<file path="src/hw/rtl/dlns_pkg.sv">
// Shared types, widths and helper functions for the data locality node selector.
// No dependencies; every other file in hw/rtl refers to this package by scoped names.
package dlns_pkg;

  localparam int NUM_NODES_DEF = 16;
  localparam int DATA_BITS_DEF = 64;

  // Fixed port widths.
  localparam int MASK_W  = 16;
  localparam int COUNT_W = 5;
  localparam int JOB_W   = 64;
  localparam int NODE_W  = 4;
  localparam int SHARE_W = 7;

  // Result of one pass through the shared share unit.
  typedef struct packed {
    logic [SHARE_W-1:0] share;
    logic               better;
  } share_res_t;

  function automatic logic [SHARE_W-1:0] popcount(input logic [JOB_W-1:0] v);
    logic [SHARE_W-1:0] n;
    n = '0;
    for (int i = 0; i < JOB_W; i++) begin
      n = n + SHARE_W'(v[i]);
    end
    return n;
  endfunction

endpackage

</file>
<file path="src/hw/rtl/data_locality_node_selector.sv">
// A word is taken when start is high and busy is low; busy then stays high until the
// result is ready, and the result appears on the out_ ports for one cycle with out_valid,
// which cannot be held off. A request that fails, or asks for zero nodes, skips the scan
// and goes straight to the finish state, which registers its result. Any other request
// scans the nodes one per cycle through a single shared popcount and compare unit, over
// the first NUM_NODES nodes, capped at 16; a single-node request then passes through a
// write-back state that ORs the job's data into the chosen node's store before the
// finish state. A new word may be started in the same cycle as out_valid. The store is
// cleared by reset.
module data_locality_node_selector #(
  parameter int NUM_NODES = dlns_pkg::NUM_NODES_DEF,
  parameter int DATA_BITS = dlns_pkg::DATA_BITS_DEF
) (
  input  logic                          clk,
  input  logic                          rst_n,
  input  logic                          start,
  output logic                          busy,
  input  logic [dlns_pkg::MASK_W-1:0]   in_available_mask,
  input  logic [dlns_pkg::COUNT_W-1:0]  in_requested_count,
  input  logic [dlns_pkg::JOB_W-1:0]    in_job_data,
  output logic                          out_valid,
  output logic                          out_fits,
  output logic [dlns_pkg::MASK_W-1:0]   out_allocated_mask,
  output logic [dlns_pkg::NODE_W-1:0]   out_chosen_node,
  output logic [dlns_pkg::SHARE_W-1:0]  out_best_share
);

  localparam int ACTIVE = (NUM_NODES < dlns_pkg::MASK_W) ? NUM_NODES : dlns_pkg::MASK_W;
  localparam int IDX_W  = $clog2(ACTIVE);
  localparam int CW     = dlns_pkg::COUNT_W;
  localparam int SW     = dlns_pkg::SHARE_W;

  localparam logic [1:0] S_IDLE   = 2'd0;
  localparam logic [1:0] S_SCAN   = 2'd1;
  localparam logic [1:0] S_WRITE  = 2'd2;
  localparam logic [1:0] S_FINISH = 2'd3;

  logic [1:0]           state_r, state_nxt;
  logic [ACTIVE-1:0]    avail_r, avail_nxt;
  logic [CW-1:0]        count_r, count_nxt;
  logic [DATA_BITS-1:0] data_r, data_nxt;
  logic                 fits_r, fits_nxt;
  logic                 single_r, single_nxt;
  logic [IDX_W-1:0]     idx_r, idx_nxt;
  logic [IDX_W-1:0]     pick_r, pick_nxt;
  logic [SW-1:0]        best_r, best_nxt;
  logic                 found_r, found_nxt;
  logic [ACTIVE-1:0]    alloc_r, alloc_nxt;
  logic [CW-1:0]        taken_r, taken_nxt;

  logic                 out_valid_r, out_valid_nxt;
  logic                 out_fits_r, out_fits_nxt;
  logic [dlns_pkg::MASK_W-1:0] out_alloc_r, out_alloc_nxt;
  logic [dlns_pkg::NODE_W-1:0] out_node_r, out_node_nxt;
  logic [SW-1:0]        out_share_r, out_share_nxt;

  logic [ACTIVE-1:0]    in_avail;
  logic [SW-1:0]        free_count;
  logic                 in_fail;
  logic                 accept;
  logic [DATA_BITS-1:0] node_word;
  logic                 wr_en;
  dlns_pkg::share_res_t share_res;

  assign accept     = start && (state_r == S_IDLE);
  assign in_avail   = in_available_mask[ACTIVE-1:0];
  assign free_count = dlns_pkg::popcount(dlns_pkg::JOB_W'(in_avail));
  assign in_fail    = SW'(in_requested_count) > free_count;
  assign wr_en      = (state_r == S_WRITE);

  dlns_node_store #(
    .NODES     (ACTIVE),
    .DATA_BITS (DATA_BITS),
    .IDX_W     (IDX_W)
  ) u_store (
    .clk     (clk),
    .rst_n   (rst_n),
    .rd_idx  (idx_r),
    .rd_data (node_word),
    .wr_en   (wr_en),
    .wr_idx  (pick_r),
    .wr_bits (data_r)
  );

  dlns_share_unit #(
    .DATA_BITS (DATA_BITS)
  ) u_share (
    .node_word (node_word),
    .job_word  (data_r),
    .best      (best_r),
    .found     (found_r),
    .res       (share_res)
  );

  always_comb begin
    state_nxt     = state_r;
    avail_nxt     = avail_r;
    count_nxt     = count_r;
    data_nxt      = data_r;
    fits_nxt      = fits_r;
    single_nxt    = single_r;
    idx_nxt       = idx_r;
    pick_nxt      = pick_r;
    best_nxt      = best_r;
    found_nxt     = found_r;
    alloc_nxt     = alloc_r;
    taken_nxt     = taken_r;
    out_valid_nxt = 1'b0;
    out_fits_nxt  = out_fits_r;
    out_alloc_nxt = out_alloc_r;
    out_node_nxt  = out_node_r;
    out_share_nxt = out_share_r;

    case (state_r)
      S_IDLE: begin
        if (accept) begin
          avail_nxt  = in_avail;
          count_nxt  = in_requested_count;
          data_nxt   = in_job_data[DATA_BITS-1:0];
          fits_nxt   = !in_fail;
          single_nxt = !in_fail && (in_requested_count == CW'(1));
          idx_nxt    = '0;
          pick_nxt   = '0;
          best_nxt   = '0;
          found_nxt  = 1'b0;
          alloc_nxt  = '0;
          taken_nxt  = '0;
          // A failed or zero-node request needs no scan.
          if (in_fail || (in_requested_count == '0)) begin
            state_nxt = S_FINISH;
          end else begin
            state_nxt = S_SCAN;
          end
        end
      end
      S_SCAN: begin
        if (avail_r[idx_r]) begin
          if (single_r) begin
            if (share_res.better) begin
              best_nxt  = share_res.share;
              pick_nxt  = idx_r;
              found_nxt = 1'b1;
            end
          end else if (taken_r < count_r) begin
            alloc_nxt[idx_r] = 1'b1;
            taken_nxt        = taken_r + CW'(1);
          end
        end
        if (idx_r == IDX_W'(ACTIVE - 1)) begin
          state_nxt = single_r ? S_WRITE : S_FINISH;
        end else begin
          idx_nxt = idx_r + IDX_W'(1);
        end
      end
      S_WRITE: begin
        state_nxt = S_FINISH;
      end
      S_FINISH: begin
        out_valid_nxt = 1'b1;
        out_fits_nxt  = fits_r;
        if (single_r) begin
          out_alloc_nxt = dlns_pkg::MASK_W'({{(ACTIVE-1){1'b0}}, 1'b1} << pick_r);
          out_node_nxt  = dlns_pkg::NODE_W'(pick_r);
          out_share_nxt = best_r;
        end else begin
          out_alloc_nxt = dlns_pkg::MASK_W'(alloc_r);
          out_node_nxt  = '0;
          out_share_nxt = '0;
        end
        state_nxt = S_IDLE;
      end
      default: begin
        state_nxt = S_IDLE;
      end
    endcase
  end

  always_ff @(posedge clk) begin
    if (!rst_n) begin
      state_r     <= S_IDLE;
      out_valid_r <= 1'b0;
    end else begin
      state_r     <= state_nxt;
      out_valid_r <= out_valid_nxt;
    end
  end

  always_ff @(posedge clk) begin
    avail_r     <= avail_nxt;
    count_r     <= count_nxt;
    data_r      <= data_nxt;
    fits_r      <= fits_nxt;
    single_r    <= single_nxt;
    idx_r       <= idx_nxt;
    pick_r      <= pick_nxt;
    best_r      <= best_nxt;
    found_r     <= found_nxt;
    alloc_r     <= alloc_nxt;
    taken_r     <= taken_nxt;
    out_fits_r  <= out_fits_nxt;
    out_alloc_r <= out_alloc_nxt;
    out_node_r  <= out_node_nxt;
    out_share_r <= out_share_nxt;
  end

  assign busy               = (state_r != S_IDLE);
  assign out_valid          = out_valid_r;
  assign out_fits           = out_fits_r;
  assign out_allocated_mask = out_alloc_r;
  assign out_chosen_node    = out_node_r;
  assign out_best_share     = out_share_r;

  // A word taken always keeps the block busy in the following cycle.
  assert property (@(posedge clk) disable iff (!rst_n)
    (start && !busy) |=> busy)
    else $error("busy did not rise after a word was taken");

  // The result strobe only shows once the sequencer is back at rest.
  assert property (@(posedge clk) disable iff (!rst_n)
    out_valid |-> !busy)
    else $error("result shown while still busy");

  // Results of a single request never come in two consecutive cycles.
  assert property (@(posedge clk) disable iff (!rst_n)
    out_valid |=> !out_valid)
    else $error("result strobe held for more than one cycle");

  // A failed request grants nothing.
  assert property (@(posedge clk) disable iff (!rst_n)
    (out_valid && !out_fits) |-> (out_allocated_mask == '0 && out_best_share == '0))
    else $error("failed request reported an allocation");

  // Only free nodes are ever granted.
  assert property (@(posedge clk) disable iff (!rst_n)
    out_valid |-> ((out_allocated_mask & ~dlns_pkg::MASK_W'(avail_r)) == '0))
    else $error("allocation includes a node that was not free");

endmodule

</file>
<file path="src/hw/rtl/dlns_share_unit.sv">
// Shared popcount and compare unit: counts the data bits a node has in common
// with the job and says whether that beats the best pick so far. Uses dlns_pkg.
module dlns_share_unit #(
  parameter int DATA_BITS = dlns_pkg::DATA_BITS_DEF
) (
  input  logic [DATA_BITS-1:0]        node_word,
  input  logic [DATA_BITS-1:0]        job_word,
  input  logic [dlns_pkg::SHARE_W-1:0] best,
  input  logic                        found,
  output dlns_pkg::share_res_t        res
);

  logic [dlns_pkg::SHARE_W-1:0] share;

  assign share = dlns_pkg::popcount(dlns_pkg::JOB_W'(node_word & job_word));

  // Only a strictly larger share displaces the current pick, so ties keep the lower node.
  assign res.share  = share;
  assign res.better = !found || (share > best);

endmodule

</file>
<file path="src/hw/rtl/dlns_node_store.sv">
// Per-node data bitmap store, cleared at reset; one read port and one OR-in write port.
// Uses dlns_pkg only for its default parameter values.
module dlns_node_store #(
  parameter int NODES     = dlns_pkg::NUM_NODES_DEF,
  parameter int DATA_BITS = dlns_pkg::DATA_BITS_DEF,
  parameter int IDX_W     = $clog2(NODES)
) (
  input  logic                 clk,
  input  logic                 rst_n,
  input  logic [IDX_W-1:0]     rd_idx,
  output logic [DATA_BITS-1:0] rd_data,
  input  logic                 wr_en,
  input  logic [IDX_W-1:0]     wr_idx,
  input  logic [DATA_BITS-1:0] wr_bits
);

  logic [DATA_BITS-1:0] mem_r [NODES];

  assign rd_data = mem_r[rd_idx];

  always_ff @(posedge clk) begin
    if (!rst_n) begin
      for (int i = 0; i < NODES; i++) begin
        mem_r[i] <= '0;
      end
    end else if (wr_en) begin
      mem_r[wr_idx] <= mem_r[wr_idx] | wr_bits;
    end
  end

endmodule
</file>
<file path="config.mk">
export PLATFORM = sky130hd
export DESIGN_NAME = data_locality_node_selector
export DESIGN_NICKNAME = d
export VERILOG_FILES = /design/src/hw/rtl/dlns_pkg.sv /design/src/hw/rtl/data_locality_node_selector.sv /design/src/hw/rtl/dlns_share_unit.sv /design/src/hw/rtl/dlns_node_store.sv
export SDC_FILE = /design/constraint.sdc
export NUM_CORES = 2
export LEC_CHECK = 0
export BUFFER_PORTS_ARGS = -buffer_cell sky130_fd_sc_hd__buf_2
export CORE_MARGIN = 4
export CORE_UTILIZATION = 42
export CTS_BUF_LIST = sky130_fd_sc_hd__clkbuf_8 sky130_fd_sc_hd__clkbuf_16
export DETAILED_ROUTE_END_ITERATION = 16
export GPL_ROUTABILITY_DRIVEN = 0
export SETUP_SLACK_MARGIN = 0.1
export SYNTH_ARGS = -nofsm -noshare
export SYNTH_HDL_FRONTEND = slang
export SYNTH_HIERARCHICAL = 1
export SYNTH_SLANG_ARGS = --single-unit
</file>
<file path="constraint.sdc">
create_clock -name clk -period 26.1 [get_ports clk]
set_input_delay 5.22 -clock clk [delete_from_list [all_inputs] [get_ports clk]]
set_output_delay 5.22 -clock clk [all_outputs]
set_load 0.005 [all_outputs]
</file>
# == Yosys cells after proc, flatten, opt, wreduce, memory -nomap -nowiden ==
# Memory sizes are Yosys's and may differ from the RTL's. A register that Yosys moved wholly into a read port is not among the register bits.
# Index checks and enable logic that the tools add are counted.
# word_totals
wordCells,184
output_inout_bits,30
ff_bits,155
memories,1
mem_bits_rw,1024
# memory_table
memory,depth,word_bits,read_ports,rd_ports_with_merged_regs,wr,line_no,source
u_store.mem_r,16,64,2,2,16,dlns_node_store.sv:17,logic [DATA_BITS-1:0] mem_r [NODES];
# classes
mux,47
bitwise_logic,3
order_cmp,5
n_eq_ne,13
reduce_logical,17
addsub,80
shift,1
# ops
op,count
$add 7x1->7,71
$mux 16,5
$and 64x64->64,1
$mux 64,1
$or 64x64->64,1
$reduce_or 64->1,1
$mux 4,8
$pmux 16 s2,1
$mux 7,4
$mux 5,4
$ne 2x2->1 const B,8
$or 16x16->16,1
$pmux 4 s2,2
$shl 1x4->16 const A,1
$pmux 7 s2,1
$mux 1,13
$pmux 5 s2,1
$reduce_and 5->1,2
$pmux 2 s4,1
$add 6x1->7,1
$gt 5x7->1,1
$gt 7x7->1,1
$add 5x1->6,1
$mux 2,3
24 further kinds,32

# == Longest topological paths before layout ==
# depth
word_depth,71
depth_mapped,31
ltp_nobuf,28

# == Modules after synthesis ==
# The synthesis kept the hierarchy.
# by_module_without_submodules
module,n_inst,cells_per_inst,area_each_um2
dlns_node_store,1,3467,54294.6
data_locality_node_selector,1,410,6343.6
dlns_share_unit,1,215,2059.5

# == Worst setup path before layout ==
# OpenSTA, ideal clock, no wires.
# synth_path
path_kind,flip-flop to flip-flop
startpoint,reg idx_r[0]
endpoint,reg best_r[0] (enable)
arrival_ns,8.665
setup_ns,0.385
path_slack_ns,17.050
path_stages_with_launch,29
required_ns,25.715
path_cell_list,edfxtp_1 clkbuf_1 clkbuf_1 buf_2 mux4_2 a22oi_1 nand2_1 and2_1 fa_1 fa_1 inv_1 fa_1 fa_1 fa_1 fa_1 fa_1 inv_1 fa_1 ha_1 fa_1 a211oi_1 o21bai_1 a21o_1 ha_1 nand4_1 a21o_1 a41oi_1 nand3_1 a21oi_1
# synth_between
elab_chain_cells,4
# synth_lines
element,line_no,source
start: declaration,data_locality_node_selector.sv:44,"logic [IDX_W-1:0] idx_r, idx_nxt;"
start signal: assignment,data_locality_node_selector.sv:194,idx_r <= idx_nxt;
$bmux 1 s4,data_locality_node_selector.sv:137,if (avail_r[idx_r]) begin
$mux 1 (implied by the code),data_locality_node_selector.sv:137,
$ne 2x2->1 (no line),n/a,
$reduce_and 5->1 (no line),n/a,
end signal: assignment,data_locality_node_selector.sv:196,best_r <= best_nxt;
end: declaration,data_locality_node_selector.sv:46,"logic [SW-1:0] best_r, best_nxt;"
# Every way passes these cells. The select of a mux whose other input is x is not followed.
# A chain may end at the register's enable or synchronous reset.

# == Worst setup path in the final report ==
# layout_path
startpoint,reg idx_r[1]
endpoint,reg pick_r[3] (enable)
# layout_between
elab_chain_cells,4
# layout_lines
element,line_no,source
$bmux 1 s4,data_locality_node_selector.sv:137,
$mux 1 (implied by the code),data_locality_node_selector.sv:137,
$ne 2x2->1 (no line),n/a,
$reduce_and 5->1 (no line),n/a,
end signal: assignment,data_locality_node_selector.sv:195,pick_r <= pick_nxt;
end: declaration,data_locality_node_selector.sv:45,"logic [IDX_W-1:0] pick_r, pick_nxt;"
# Every way passes these cells. The select of a mux whose other input is x is not followed.

==> results.json <==
{
  "outcome": "complete, no violations",
  "wire_per_inst_um": 31.8,
  "cts_setup_buffers": 0,
  "hold_viol_final": 0,
  "cpMostUsedCell": "fa_1",
  "holdBufCountCts": 0,
  "skew_ns": 0.0298,
  "viasPerCell": 6.40,
  "slew_headroom": 0.204,
  "rrSetupSlack_ns": 14.49,
  "coreArea_sq_um": 148000,
  "drt_iter0_markers": 4529,
  "wl_met2_um": 91400,
  "hold_end": "out_fits$_DFFE_PP_",
  "setup_tns_ns": 0,
  "synth_edf_count": 1176,
  "grt_pass1_wl_um": 278000,
  "place_inst": 5854,
  "critPathKind": "flip-flop to flip-flop",
  "start_kind": "flip-flop",
  "ys_ff_latch": 1179,
  "die_width_um": 394,
  "synthTopCellsByArea": "edfxtp_1, mux4_2, a21oi_1",
  "setup_violations": 0,
  "grt_antenna_before_repair": 0,
  "synth_top_flop_cell": "edfxtp_1",
  "cts_made_buffers": 131,
  "cts_resized": 0,
  "clkTransAtPathRegs_ns": 0.06,
  "whs_ns": 0.432,
  "vias": 38900,
  "period_share": 0.445,
  "worst_pin_slew_ns": 1.19,
  "drv_cap": 0,
  "grt_max_degree": 122,
  "cts_root_buffer": "clkbuf_16",
  "min_path_type": "flip-flop to flip-flop",
  "die_h_um": 394,
  "required_ns": 26.46,
  "cp_num_buf_inv": 6,
  "routed.top_layer": "met4",
  "synth_top_area_frac": 0.563,
  "synth_area_leader_cell": "edfxtp_1",
  "io_pins": 118,
  "crit_arrival_ns": 11.98,
  "fin_cells": 6083,
  "slew_viol_final": 0,
  "syn_area_sq_um": 62700,
  "dp_hpwl_um": 103000,
  "synth_common_cells": "edfxtp_1, a21oi_1, mux4_2, nor2_1, clkbuf_1",
  "wl_met1_um": 76800,
  "syn_inst": 4092,
  "initial_core_util": 0.424,
  "yosys_warnings": 6,
  "crit_path_end_kind": "flip-flop",
  "r2r-start": "idx_r[1]$_SDFFCE_PN0P_",
  "drtAntennaViolNets": 0,
  "rsz0062_at_grt": "no",
  "route.met3.wl_um": 17900,
  "drtPass1Iterations": 5,
  "drive_gt1_frac": 0.270,
  "fmax_ghz": 0.0861,
  "max_stage_delay_ns": 0.91,
  "cpMaxStageDelayCell": "a21oi_1",
  "synth.most_common_cell": "edfxtp_1",
  "rr_worst_depth": 29,
  "synthArstFlopShare": 0,
  "cp_top_family": "adder cells",
  "grt_pass1_vias": 39200,
  "cts_tree": "done",
  "grt_overflow": 0,
  "nets": 4255,
  "hp-start": "fits_r$_DFFE_PP_",
  "fin_crit_ns": 11.61,
  "critical_path.max_fanout": 99,
  "num_rows": 141,
  "io_buffers": 117,
  "drc": 0,
  "syn_avg_cell_area_sq_um": 15.3,
  "rr_endpoint": "pick_r[3]$_SDFFCE_PN0P_",
  "num_antenna_cells": 0,
  "area_delta_synth_final_pct": 9.66,
  "cts_buffer_depth": 3,
  "clock_latency_ns": 0.75,
  "hold_depth": 0,
  "synth_fp_nets": 4290,
  "synth_seq_area_share": 0.564,
  "ys_types": 54,
  "die-area_sq_um": 156000,
  "grt.total_usage": 0.245,
  "routed_wl_um": 193000,
  "htree_levels": 4,
  "cts_sinks": 1179
}
==> flip-flops by register name (all words and copies together), names as in the netlist, 2 cells and up <==
signal and flops:
u_store/mem_r 1024, pick_r 4, idx_r 4, best_r 7, data_r 64, alloc_r 16
out_chosen_node 4, taken_r 5, count_r 5, avail_r 16, state_r 2, out_allocated_mask 16
out_best_share 7
==> through the flow <==
stage | util | setup slack, ns | instance area, sq um
2_1_floorplan | - | 17.05 | 62700
3_3_place_gp | 0.437 | 14.55 | 64600
3_5_place_dp | 0.437 | 14.53 | 64600
4_1_cts | 0.464 | 14.50 | 68800
5_1_grt | 0.464 | 13.90 | 68800
6_report | 0.464 | 14.49 | 68800
==> final cells by class <==
cell class	instances	area (sq um)
Fill cell	12700	79300
Clock inverter	89	664
Inverter	100	375
Timing Repair Buffer	193	1210
Clock buffer	140	3470
Tap cell	1930	2410
Multi-Input combinational cell	2452	25200
Sequential cell	1179	35400
==> cell families (layout without fill, tap and decap cells) <==
logic type	Yosys count	in the layout	synth area share
DFF	1179	1179	0.564
muxes	773	773	0.220
and+or+nand+nor	527	527	0.0362
buffers and inverters	461	522	0.0379
adders and majority gates	110	110	0.0296
xor gates and xnor gates	10	10	0.00140
AOI/OAI and AO/OA	1032	1032	0.110
==> cells in the final DEF (no fill, tap or decap), types with 5 or more instances in the layout <==
cell type  count
mux2i_4       63
and2_1        59
a21oi_1      789
clkbuf_16    137
xor2_1         5
nor2b_1        9
buf_2        117
nand3_1       17
mux2_2       146
a22oi_1      128
a21o_1         9
nand2_4       28
nor2_1       285
mux2i_1      128
fa_1          64
xnor2_1        5
bufinv_16     10
buf_4         72
mux4_2       386
ha_1          46
mux2_4        46
edfxtp_1    1176
nand2_1       96
clkinv_2      22
nand4_1        9
clkinv_1      21
o21ai_0       22
inv_1        126
a221oi_4      63
==> worst max path at each step <==
stage                                       from                       to  slack (ns)  cells past startpoint
after detailed placement  idx_r[1]$_SDFFCE_PN0P_  pick_r[0]$_SDFFCE_PN0P_       14.53                     29
after floorplan           idx_r[0]$_SDFFCE_PN0P_  best_r[0]$_SDFFCE_PN0P_       17.05                     28
final                     idx_r[1]$_SDFFCE_PN0P_  pick_r[3]$_SDFFCE_PN0P_       14.49                     29
after CTS                 idx_r[1]$_SDFFCE_PN0P_  pick_r[3]$_SDFFCE_PN0P_       14.50                     29
after global routing      idx_r[1]$_SDFFCE_PN0P_  pick_r[0]$_SDFFCE_PN0P_       13.90                     29
after global placement    idx_r[1]$_SDFFCE_PN0P_  pick_r[0]$_SDFFCE_PN0P_       14.55                     29
==> routing by layer <==
layer	global-route usage	vias to the layer above
met5	0	-
met4	0.0949	0
met3	0.0424	408
met2	0.395	2119
met1	0.333	20200
li1	-	16200
==> worst register-to-register path: cells and delay by family (launching register included) <==
kind	cells	cell delay, ns
adder cells (fa/ha/maj)	11	5.13
multiplexers	1	0.44
AO/OA/AOI/OAI	7	2.06
AND/OR/NAND/NOR	4	0.51
buffers and inverters	6	2.77
flip-flops	1	0.32
Power is left out: the tool's default activity adds up to more than one toggle a clock period on the data nets, which glitch-free logic cannot reach.
